$ cat config.mk
export PLATFORM = sky130hd
export DESIGN_NAME = odometry_turn_profiler_flat
export DESIGN_NICKNAME = d
export VERILOG_FILES = /design/src/rtl/otp_pkg.sv /design/src/rtl/otp_req_if.sv /design/src/rtl/otp_rsp_if.sv /design/src/rtl/odometry_turn_profiler.sv /design/src/flat_wrapper.sv
export SDC_FILE = /design/constraint.sdc
export NUM_CORES = 1
export LEC_CHECK = 0
export CAP_MARGIN = 20
export CORE_UTILIZATION = 55
export CTS_BUF_LIST = sky130_fd_sc_hd__clkbuf_4 sky130_fd_sc_hd__clkbuf_8 sky130_fd_sc_hd__clkbuf_16
export CTS_CLUSTER_DIAMETER = 60
export DETAILED_ROUTE_END_ITERATION = 8
export DONT_BUFFER_PORTS = 1
export HOLD_SLACK_MARGIN = 0.1
export PLACE_DENSITY = 0.68
export SLEW_MARGIN = 40
export SYNTH_ARGS = -nofsm -noshare
export SYNTH_HDL_FRONTEND = slang
export SYNTH_SLANG_ARGS = --single-unit
$ cat constraint.sdc
create_clock -name clock -period 34.4 [get_ports clock]
set_clock_uncertainty 0.1 [all_clocks]
set_input_delay 0 -clock clock [delete_from_list [all_inputs] [get_ports clock]]
set_output_delay 0 -clock clock [all_outputs]
set_load 0.01 [all_outputs]
$ cat src/rtl/otp_pkg.sv
package otp_pkg;

   // field widths fixed by the channel definitions
   localparam int ACTION_BITS  = 2;
   localparam int HEADING_BITS = 16;
   localparam int RATE_BITS    = 16;
   localparam int GOAL_BITS    = 20;
   localparam int SPEED_BITS   = 15;
   localparam int RAMP_BITS    = 19;

   // configuration port
   localparam int CSR_INDEX_BITS = 1;
   localparam int CSR_DATA_BITS  = GOAL_BITS;
   localparam logic [CSR_INDEX_BITS-1:0] CSR_GOAL_ANGLE = 1'd0;
   localparam logic [CSR_INDEX_BITS-1:0] CSR_TURN_SPEED = 1'd1;
   localparam logic [SPEED_BITS-1:0]     TURN_SPEED_RESET = 15'd614;

   // action codes
   localparam logic [ACTION_BITS-1:0] ACT_HEADING = 2'd0;
   localparam logic [ACTION_BITS-1:0] ACT_START   = 2'd1;
   localparam logic [ACTION_BITS-1:0] ACT_PREEMPT = 2'd2;

   // phase codes
   localparam logic [1:0] PH_IDLE    = 2'd0;
   localparam logic [1:0] PH_ARMING  = 2'd1;
   localparam logic [1:0] PH_TURNING = 2'd2;
   localparam logic [1:0] PH_ENDING  = 2'd3;

   // minimum nonzero command, 0.025 rad/s in Q4.12
   localparam logic [SPEED_BITS-1:0] STALL_RATE = 15'd102;

   // ramp scaling: speed shifted to 2^(angle_bits-14) scale, then divided by 9
   localparam int RAMP_NUM_BITS  = 25;
   localparam int RAMP_BASE_BITS = 22;
   localparam int DIV9_SHIFT     = 29;
   localparam int DIV9_MUL_BITS  = 26;
   localparam logic [DIV9_MUL_BITS-1:0] DIV9_MUL = 26'd59652324;

   // speed divided by 3 by reciprocal multiply
   localparam int DIV3_SHIFT    = 17;
   localparam int DIV3_MUL_BITS = 16;
   localparam logic [DIV3_MUL_BITS-1:0] DIV3_MUL = 16'd43691;

endpackage

$ cat src/rtl/otp_req_if.sv
interface otp_req_if
   import otp_pkg::*;
   ();
   logic                    valid;
   logic                    ready;
   logic [ACTION_BITS-1:0]  action;
   logic [HEADING_BITS-1:0] heading;

   modport source (output valid, output action, output heading, input ready);
   modport sink (input valid, input action, input heading, output ready);
endinterface

$ cat src/rtl/otp_rsp_if.sv
interface otp_rsp_if
   import otp_pkg::*;
   ();
   logic                        valid;
   logic                        ready;
   logic signed [RATE_BITS-1:0] turn_rate;
   logic                        complete;

   modport source (output valid, output turn_rate, output complete, input ready);
   modport sink (input valid, input turn_rate, input complete, output ready);
endinterface

$ cat src/rtl/odometry_turn_profiler.sv
// channel   direction   payload                      handshake
// req       in          action[1:0], heading[15:0]   valid/ready
// rsp       out         turn_rate[15:0] s, complete  valid/ready
// csr       in          index[0], data[19:0]         write enable only
//
// one transaction per cycle while rsp is ready; rsp valid is registered after the input stage
// the per-item path is one saturating add of the heading change into progress and three compares
// synchronous active-high reset idles the phase; state, config and valid registers go to defaults
// req is ready while the input stage is empty or the output register is empty or being taken
// ramp and speed/3 terms are registered off the speed register, so they follow a speed write
module odometry_turn_profiler
   import otp_pkg::*;
#(
   parameter int ANGLE_BITS    = 16,
   parameter int PROGRESS_BITS = 24
) (
   input  logic                      clock,
   input  logic                      reset,
   otp_req_if.sink                   req,
   otp_rsp_if.source                 rsp,
   input  logic                      csr_write,
   input  logic [CSR_INDEX_BITS-1:0] csr_index,
   input  logic [CSR_DATA_BITS-1:0]  csr_data
);

   localparam int SUM_W = ((ANGLE_BITS > PROGRESS_BITS) ? ANGLE_BITS : PROGRESS_BITS) + 1;
   localparam int CMP_W = ((PROGRESS_BITS > GOAL_BITS + 1) ? PROGRESS_BITS : GOAL_BITS + 1) + 2;
   localparam logic signed [SUM_W-1:0] P_HI =
      {{(SUM_W-PROGRESS_BITS+1){1'b0}}, {(PROGRESS_BITS-1){1'b1}}};
   localparam logic signed [SUM_W-1:0] P_LO = ~P_HI;
   localparam int RAMP_PROD_W  = RAMP_NUM_BITS + DIV9_MUL_BITS;
   localparam int THIRD_PROD_W = SPEED_BITS + DIV3_MUL_BITS;

   // configuration registers
   logic signed [GOAL_BITS-1:0] goal_ff;
   logic [SPEED_BITS-1:0]       speed_ff;

   always_ff @(posedge clock) begin
      if (reset) begin
         goal_ff  <= '0;
         speed_ff <= TURN_SPEED_RESET;
      end else if (csr_write) begin
         case (csr_index)
            CSR_GOAL_ANGLE: goal_ff <= csr_data;
            CSR_TURN_SPEED: speed_ff <= csr_data[SPEED_BITS-1:0];
            default: ;
         endcase
      end
   end

   // ramp base = speed * 10 * 2^angle_bits / (360 * 4096), as shifted speed / 9
   logic [RAMP_NUM_BITS-1:0]  ramp_num;
   logic [RAMP_PROD_W-1:0]    ramp_prod;
   logic [RAMP_BASE_BITS-1:0] ramp_base_ff;
   logic [THIRD_PROD_W-1:0]   third_prod;
   logic [SPEED_BITS-1:0]     third_ff;

   if (ANGLE_BITS >= 14) begin : g_num_up
      assign ramp_num = RAMP_NUM_BITS'(speed_ff) << (ANGLE_BITS - 14);
   end else begin : g_num_dn
      assign ramp_num = RAMP_NUM_BITS'(speed_ff) >> (14 - ANGLE_BITS);
   end

   assign ramp_prod  = RAMP_PROD_W'(ramp_num) * RAMP_PROD_W'(DIV9_MUL);
   assign third_prod = THIRD_PROD_W'(speed_ff) * THIRD_PROD_W'(DIV3_MUL);

   always_ff @(posedge clock) begin
      ramp_base_ff <= ramp_prod[DIV9_SHIFT +: RAMP_BASE_BITS];
      third_ff     <= third_prod[DIV3_SHIFT +: SPEED_BITS];
   end

   // handshake and stage control
   logic                    in_vld_ff;
   logic [ACTION_BITS-1:0]  act_ff;
   logic [HEADING_BITS-1:0] hdg_ff;
   logic                    out_vld_ff;
   logic                    out_free;
   logic                    proc;
   logic                    req_fire;

   assign out_free  = !out_vld_ff || rsp.ready;
   assign proc      = in_vld_ff && out_free;
   assign req.ready = !in_vld_ff || out_free;
   assign req_fire  = req.valid && req.ready;

   // input stage
   always_ff @(posedge clock) begin
      if (reset) begin
         in_vld_ff <= 1'b0;
      end else if (req_fire) begin
         in_vld_ff <= 1'b1;
      end else if (proc) begin
         in_vld_ff <= 1'b0;
      end
   end

   always_ff @(posedge clock) begin
      if (req_fire) begin
         act_ff <= req.action;
         hdg_ff <= req.heading;
      end
   end

   // turn state
   logic [1:0]                     phase_ff, phase_in;
   logic signed [PROGRESS_BITS-1:0] progress_ff, progress_in;
   logic [ANGLE_BITS-1:0]          prev_ff, prev_in;
   logic [RAMP_BITS-1:0]           ramp_ff, ramp_in;

   // goal magnitude
   logic [GOAL_BITS-1:0] agoal;
   assign agoal = goal_ff[GOAL_BITS-1] ? GOAL_BITS'(-goal_ff) : GOAL_BITS'(goal_ff);

   // ramp capped at half the goal
   logic [RAMP_BASE_BITS:0] ramp_twice;
   logic [RAMP_BITS-1:0]    ramp_new;
   assign ramp_twice = {ramp_base_ff, 1'b0};
   assign ramp_new   = ((RAMP_BASE_BITS+1)'(ramp_twice) > (RAMP_BASE_BITS+1)'(agoal))
                       ? RAMP_BITS'(agoal >> 1) : RAMP_BITS'(ramp_base_ff);

   // shortest heading change and saturating progress update
   logic [ANGLE_BITS-1:0]           hd;
   logic [ANGLE_BITS-1:0]           delta;
   logic signed [SUM_W-1:0]         sum;
   logic signed [PROGRESS_BITS-1:0] p_new;
   logic [PROGRESS_BITS-1:0]        p_abs;

   assign hd    = ANGLE_BITS'(hdg_ff);
   assign delta = hd - prev_ff;
   assign sum   = SUM_W'(signed'(delta)) + SUM_W'(progress_ff);

   always_comb begin
      if (sum > P_HI) begin
         p_new = PROGRESS_BITS'(P_HI);
      end else if (sum < P_LO) begin
         p_new = PROGRESS_BITS'(P_LO);
      end else begin
         p_new = PROGRESS_BITS'(sum);
      end
   end

   assign p_abs = p_new[PROGRESS_BITS-1] ? PROGRESS_BITS'(-p_new) : PROGRESS_BITS'(p_new);

   // level decisions as thresholds on the progress magnitude
   logic signed [CMP_W-1:0] abs_s, abs2_s, goal_s, ramp_s, thr_stop, thr_third;
   logic                    lvl_stop, lvl_third, lvl_half;

   assign abs_s     = signed'(CMP_W'(p_abs));
   assign abs2_s    = abs_s <<< 1;
   assign goal_s    = signed'(CMP_W'(agoal));
   assign ramp_s    = signed'(CMP_W'(ramp_ff));
   assign thr_stop  = goal_s - ramp_s;
   assign thr_third = goal_s - (ramp_s <<< 1);
   assign lvl_stop  = abs_s > thr_stop;
   assign lvl_third = abs_s > thr_third;
   assign lvl_half  = abs2_s > goal_s;

   // magnitude to signed command with stall floor
   logic [SPEED_BITS-1:0]       mag_sel, mag_flr;
   logic signed [RATE_BITS-1:0] rate_cmd;

   always_comb begin
      if (phase_ff == PH_ARMING) begin
         mag_sel = speed_ff;
      end else if (lvl_third) begin
         mag_sel = third_ff;
      end else if (lvl_half) begin
         mag_sel = speed_ff >> 1;
      end else begin
         mag_sel = speed_ff;
      end
   end

   assign mag_flr  = (mag_sel < STALL_RATE) ? STALL_RATE : mag_sel;
   assign rate_cmd = goal_ff[GOAL_BITS-1] ? -signed'(RATE_BITS'(mag_flr))
                                          : signed'(RATE_BITS'(mag_flr));

   // per-transaction decision
   logic                        res_vld;
   logic signed [RATE_BITS-1:0] res_rate;
   logic                        res_done;

   always_comb begin
      phase_in    = phase_ff;
      progress_in = progress_ff;
      prev_in     = prev_ff;
      ramp_in     = ramp_ff;
      res_vld     = 1'b0;
      res_rate    = '0;
      res_done    = 1'b0;
      case (act_ff)
         ACT_START: begin
            ramp_in  = ramp_new;
            phase_in = PH_ARMING;
         end
         ACT_PREEMPT: begin
            phase_in = PH_IDLE;
            res_vld  = 1'b1;
         end
         ACT_HEADING: begin
            case (phase_ff)
               PH_ARMING: begin
                  progress_in = '0;
                  prev_in     = hd;
                  phase_in    = PH_TURNING;
                  res_vld     = 1'b1;
                  res_rate    = rate_cmd;
               end
               PH_TURNING: begin
                  progress_in = p_new;
                  prev_in     = hd;
                  res_vld     = 1'b1;
                  if (lvl_stop) begin
                     phase_in = PH_ENDING;
                  end else begin
                     res_rate = rate_cmd;
                  end
               end
               PH_ENDING: begin
                  progress_in = p_new;
                  phase_in    = PH_IDLE;
                  res_vld     = 1'b1;
                  res_done    = 1'b1;
               end
               default: ;
            endcase
         end
         default: ;
      endcase
   end

   always_ff @(posedge clock) begin
      if (reset) begin
         phase_ff    <= PH_IDLE;
         progress_ff <= '0;
         prev_ff     <= '0;
         ramp_ff     <= '0;
      end else if (proc) begin
         phase_ff    <= phase_in;
         progress_ff <= progress_in;
         prev_ff     <= prev_in;
         ramp_ff     <= ramp_in;
      end
   end

   // result register
   logic signed [RATE_BITS-1:0] rate_ff;
   logic                        done_ff;

   always_ff @(posedge clock) begin
      if (reset) begin
         out_vld_ff <= 1'b0;
      end else if (proc) begin
         out_vld_ff <= res_vld;
      end else if (rsp.ready) begin
         out_vld_ff <= 1'b0;
      end
   end

   always_ff @(posedge clock) begin
      if (proc) begin
         rate_ff <= res_rate;
         done_ff <= res_done;
      end
   end

   assign rsp.valid     = out_vld_ff;
   assign rsp.turn_rate = rate_ff;
   assign rsp.complete  = done_ff;

endmodule
$ cat src/flat_wrapper.sv
// flat-port wrapper written by rule: the top's interface ports become plain ports
module odometry_turn_profiler_flat import otp_pkg::*;
#(
   parameter int ANGLE_BITS    = 16,
   parameter int PROGRESS_BITS = 24
)
  (clock, reset, csr_write, csr_index, csr_data, req_valid, req_action, req_heading, req_ready, rsp_valid, rsp_turn_rate, rsp_complete, rsp_ready);
  otp_req_if req_i ();
  otp_rsp_if rsp_i ();
  input  logic clock;
  input  logic reset;
  input  logic csr_write;
  input  logic [CSR_INDEX_BITS-1:0] csr_index;
  input  logic [CSR_DATA_BITS-1:0] csr_data;
  input wire logic [$bits(req_i.valid)-1:0] req_valid;
  input wire logic [$bits(req_i.action)-1:0] req_action;
  input wire logic [$bits(req_i.heading)-1:0] req_heading;
  output wire logic [$bits(req_i.ready)-1:0] req_ready;
  output wire logic [$bits(rsp_i.valid)-1:0] rsp_valid;
  output wire logic [$bits(rsp_i.turn_rate)-1:0] rsp_turn_rate;
  output wire logic [$bits(rsp_i.complete)-1:0] rsp_complete;
  input wire logic [$bits(rsp_i.ready)-1:0] rsp_ready;
  assign req_i.valid = req_valid;
  assign req_i.action = req_action;
  assign req_i.heading = req_heading;
  assign req_ready = req_i.ready;
  assign rsp_valid = rsp_i.valid;
  assign rsp_turn_rate = rsp_i.turn_rate;
  assign rsp_complete = rsp_i.complete;
  assign rsp_i.ready = rsp_ready;
  odometry_turn_profiler #(.ANGLE_BITS(ANGLE_BITS), .PROGRESS_BITS(PROGRESS_BITS)) u_core (.clock(clock), .reset(reset), .req(req_i), .rsp(rsp_i), .csr_write(csr_write), .csr_index(csr_index), .csr_data(csr_data));
endmodule
# Word-level counts from Yosys, hierarchy flattened
# Index checks and enable logic that the tools add are counted.
# totals
regBits	169
in_bits	44
output_inout_bits	19
wordCells	81
# op_classes
add_sub_neg	7
multipliers	2
n_lt_le_gt_ge	7
eq_ne	7
n_mux	23
bitwise_logic	1
n_reduce_logical	20
# op_table
op	n
$mux 24	3
$mux 15	4
$gt 25x26->1	2
$pmux 24 s2	1
$mul 15x24->39 const B	1
$mux 16	2
$pmux 16 s2	1
$mul 15x16->31 const B	1
$add 16x24->25	1
$gt 25x20->1	1
$gt 25x24->1 const B	1
$lt 25x24->1 const B	1
$neg 24->24	1
$gt 23x20->1	1
$sub 20x19->21	1
$sub 20x20->21	1
$mux 20	1
$neg 20->20	1
$mux 19	1
$neg 15->16	1
$sub 16x16->16	1
$lt 15x7->1 const B	1
$pmux 2 s3	2
$eq 2x2->1 const B	3
18 further kinds	33

# Longest topological paths before layout
# depth
word_depth	17
depth_mapped	64
ltp_nobuf	61

# Worst setup path after synthesis
# OpenSTA, ideal clock, no wires.
# synth_path
path_kind	register to register
start	register u_core.hdg_ff[1], in the netlist u_core.hd[1]
end	register u_core.rate_ff[6], in the netlist u_core.rsp.turn_rate[6], data pin
setup_ns	0.255
arrival_ns	11.712
required_time_ns	34.045
slack_ns	22.332
stages_incl_launch_ff	57
path_buffers	2
synth_period_minus_slack_ns	12.068
path_cell_list	edfxtp_1 ha_1 nor2b_1 o21ai_0 nand2b_1 and2_1 o21ai_0 nand2b_1 a21o_1 a21o_1 a21o_1 a21o_1 a21o_1 a21o_1 a21oi_1 nor2_1 o21ai_0 nand2b_1 [21 not listed] nand4_1 a31oi_1 or4_4 nor4_4 inv_2 o21ai_4 a22oi_1 or4b_4 nor3_2 nand2_1 nand3_1 ha_1 inv_1 or3_1 or4_1 nand3_1 o21ai_0 a31o_1
# synth_between
elab_chain_len	17
elab_cells_between_ends	20
classes_between	add/sub: 4; order compare: 6; mux: 10
# synth_rtl
item	line	source
from (decl)	odometry_turn_profiler.sv:75	logic [HEADING_BITS-1:0] hdg_ff;
from (signal assigned)	odometry_turn_profiler.sv:100	hdg_ff <= req.heading;
$sub 16x16->16 *	odometry_turn_profiler.sv:129	assign delta = hd - prev_ff;
$add 16x24->25 *	odometry_turn_profiler.sv:130	assign sum = SUM_W'(signed'(delta)) + SUM_W'(progress_ff);
$lt 25x24->1	odometry_turn_profiler.sv:135	end else if (sum < P_LO) begin
$mux 24	odometry_turn_profiler.sv:135	
$mux 24 *	odometry_turn_profiler.sv:133	if (sum > P_HI) begin
$neg 24->24	odometry_turn_profiler.sv:142	assign p_abs = p_new[PROGRESS_BITS-1] ? PROGRESS_BITS'(-p_new) : PROGRESS_BITS'(p_new);
$mux 24 *	odometry_turn_profiler.sv:142	
$gt 25x20->1	odometry_turn_profiler.sv:156	assign lvl_half = abs2_s > goal_s;
$mux 15	odometry_turn_profiler.sv:167	end else if (lvl_half) begin
$mux 15	odometry_turn_profiler.sv:165	end else if (lvl_third) begin
$mux 15	odometry_turn_profiler.sv:163	if (phase_ff == PH_ARMING) begin
$lt 15x7->1	odometry_turn_profiler.sv:174	assign mag_flr = (mag_sel < STALL_RATE) ? STALL_RATE : mag_sel;
$mux 15	odometry_turn_profiler.sv:174	
$neg 15->16	odometry_turn_profiler.sv:175	assign rate_cmd = goal_ff[GOAL_BITS-1] ? -signed'(RATE_BITS'(mag_flr))
$mux 16	odometry_turn_profiler.sv:175	
$mux 16	odometry_turn_profiler.sv:213	if (lvl_stop) begin
$pmux 16 s2 *	odometry_turn_profiler.sv:201	case (phase_ff)
to (signal assigned)	odometry_turn_profiler.sv:262	rate_ff <= res_rate;
to (decl)	odometry_turn_profiler.sv:247	logic signed [RATE_BITS-1:0] rate_ff;
# Every way passes the cells marked *; elsewhere a longest branch is shown, timed or not. The select of a mux whose other input is x is not followed.
# A chain may end at the register's enable or synchronous reset.

# Final worst setup path
# Same ends and word-level chain as after synthesis.

==> impl_metrics.tcl <==
set metrics [dict create \
    hold_viol 0 \
    holdBufCountCts 60 \
    finalPower_w 0.001342 \
    rr_worst_depth 58 \
    io_buffer_count 0 \
    mostFrequentLayoutCells "374 x ha_1, 308 x inv_1, 215 x nand2_1" \
    wl_per_cell_um 19.64 \
    filler_cell_count 3391 \
    setup_ws_ns 19.82 \
    crit_fanout 41 \
    root_buffer "clkbuf_16" \
    crit_slowest_cell "or4b_4" \
    cts_resized 0 \
    required_ns 34.51 \
    grtUsageTotal_pct 31.38 \
    finalNonFillerCells 3070 \
    peakVddDrop_uv 70.36 \
    p_switching_w 0.0006234 \
    wl_met2_um 29120 \
    final_common_cell "ha_1" \
    power.leakage_nw 10.54 \
    max-cap-violations 0 \
    yosys_register_bits 161 \
    syn_area_per_cell_um2 8.468 \
    cts_tree "built" \
    seq_area_frac_synth_pct 16.74 \
    hpwl_um 48960 \
    die_w_um 199.0 \
    post_drt_via_cell_ratio 6.010 \
    max_stage_delay_ns 0.61 \
    r2r-start "u_core.hd[1]" \
    ff2ff_setup_slack_ns 19.82 \
    wl_met1_um 26480 \
    synth-edff-count 35 \
    antenna_found_initial 6 \
    ios 63 \
    hold-path-endpoint "u_core.goal_ff[13]" \
    dr_wl_met3_um 2883 \
    placed_area_um2 21800 \
    initial_core_util_pct 56.28 \
    place_worst_setup_slack_ns 19.97 \
    syn_nets 3080 \
    yosysUniqueCellTypes 98 \
    die_h_um 199.0 \
    fmax_ghz 0.06858 \
    switching_share_pct 46.46 \
    grt_setup_unrepaired "no" \
    cts_buffer_depth 2 \
    seqPwrFrac_pct 17.3 \
    cell_internal_pwr_w 0.0007184 \
    syn_area_um2 21350 \
    drt-total-wl_um 60310 \
    syn2layout_area_growth_pct 8.147 \
    clkTransAtPathRegs_ns 0.07 \
    status "finished clean" \
    ant_nets 0 \
    finalCritPeriodShare_pct 42.39 \
    cts_sinks 161 \
    overflow 0 \
    fin_crit_ns 14.58 \
    maxUsedRoutingLayer "met5" \
    row_count 71 \
    die_area_um2 39610 \
    finalMaxSlewViolations 0 \
    grt_pass1_wl_um 96970 \
    drt-pass1-iter-count 6 \
    drive_gt1_share_pct 4.816 \
    crit_arrival_ns 14.69 \
    drtIter0Drc 1384 \
    synthCells 2521 \
    crit_path_end_kind "register" \
    path_class "reg2reg" \
    grt_pass1_vias 18160 \
    dp.cells 2970 \
    clock_latency_ns 0.46 \
    worst_hold_path_type "in2reg" \
    place_congestion 0.9652 \
    postCtsSetupBuffers 0 \
    htreeDepth 4 \
    hold_start "csr_index" \
    setup_violations 0 \
    vias 18450 \
    powerDensity_nw_per_um2 58.12 \
    grt_start_max_net_pins 95 \
    finalInstanceArea_um2 23090 \
    slew_headroom_pct 42.57 \
    worst-slew-pin-transition_ns 0.8614 \
    holdPathStages 3 \
    core-area_um2 37930 \
    drcViolationCount 0 \
    setup_tns_ns 0 \
    critPathLaunch "u_core.hd[1]" \
    synth_warnings 0 \
    worstReg2RegEnd "u_core.rsp.turn_rate[6]" \
    start_kind "register" \
    combinationalPowerShare_pct 67.5 \
    synth_async_sr_flop_share_pct 0 \
    power_frac_clock_pct 15.1 \
    numCtsBuffers 17 \
    synth_top_flop_cell "dfxtp_1" \
    nNetsFinal 3100 \
]
how the worst max path moves through the flow:
| stage | slack [ns] | depth (start not counted) | to |
|---|---|---|---|
| final | 19.82 | 58 | u_core.rsp.turn_rate[6] |
| after global placement | 19.82 | 55 | u_core.rsp.turn_rate[6] |
| after detailed placement | 19.97 | 58 | u_core.rsp.turn_rate[6] |
| after CTS | 19.93 | 58 | u_core.rsp.turn_rate[6] |
| after global routing | 18.74 | 58 | u_core.rsp.turn_rate[6] |
| after floorplan | 22.33 | 56 | u_core.rsp.turn_rate[6] |
sequential cells by signal, summed over array words and instances, names as in the netlist, 2 cells and up:
register	flops
u_core.act_ff	2
u_core.goal_ff	20
u_core.hd	16
u_core.phase_ff	2
u_core.prev_ff	16
u_core.progress_ff	24
u_core.ramp_base_ff	14
u_core.ramp_ff	19
u_core.rsp.turn_rate	16
u_core.speed_ff	15
u_core.third_ff	14
logic make-up after synthesis:
group	share of synthesized area (%)
AOI/OAI and AO/OA	19.24
and+or+nand+nor	16.73
adders and majority gates	35.29
xor gates and xnor gates	4.384
buffers and inverters	7.080
muxes	0.5451
DFF	16.74
critical path, delay by kind of cell (launching register included):
kind / cells / cell delay, ns
buffers and inverters: 5 / 1.02
adder cells (fa/ha/maj): 5 / 1.47
XOR/XNOR: 1 / 0.27
AND/OR/NAND/NOR: 21 / 5.19
flip-flops: 1 / 0.42
multiplexers: 1 / 0.60
AO/OA/AOI/OAI: 25 / 5.20
layout make-up:
| cell class | count | area (um2) | area share (%) |
|---|---|---|---|
| clock buffer | 18 | 432.9 | 1.875 |
| antenna | 5 | 12.51 | 0.05420 |
| multi-input combinational | 1971 | 16310 | 70.65 |
| tap | 511 | 639.4 | 2.769 |
| clock inverter | 14 | 178.9 | 0.7750 |
| timing repair buffer | 80 | 775.7 | 3.360 |
| sequential | 161 | 3573 | 15.48 |
| inverter | 310 | 1164 | 5.040 |
synth_stat cells (all sizes together), types with 14 or more instances:
library cell	n	share of area, %
a211oi	44	1.7
a21o	46	1.6
a21oi	175	4.2
a22oi	19	0.67
a31oi	17	0.50
and2	27	0.79
and3	22	0.64
buf	25	0.68
clkbuf	54	0.95
dfxtp	126	12
edfxtp	35	4.9
fa	141	13
ha	374	22
inv	310	5.5
nand2	215	3.8
nand2b	33	0.97
nand3	58	1.4
nand4	24	0.70
nor2	174	3.1
nor2b	23	0.67
nor3	62	1.5
nor4	17	0.64
o211ai	20	0.73
o21a	40	1.4
o21ai	114	2.7
o31ai	18	0.72
or2	14	0.41
or3	18	0.55
xnor2	56	2.3
xor2	50	2.1
metrics by stage:
step                util, %  hold slack [ns]
floorplan                 -        -0.001131
finish                60.86          0.07861
global route          60.84           0.1001
CTS                   60.72           0.1017
global placement      57.42         -0.02319
detailed placement    57.47         -0.02316
routing by layer:
layer,vias up,GRT usage (%)
met1,8891,40.38
li1,8928,-
met5,-,0
met4,2,10.00
met2,528,54.27
met3,103,4.052
power groups by stage:
stage / clock network, W / registers (W) / logic, W
detailed placement: 0 / 0.000236 / 0.000883
floorplan: 0 / 0.000230 / 0.000680
global placement: 0 / 0.000236 / 0.000865
CTS: 0.000206 / 0.000232 / 0.000902
global route: 0.000213 / 0.000234 / 0.00104
finish: 0.000203 / 0.000233 / 0.000906
(Power assumes the default switching activity.)
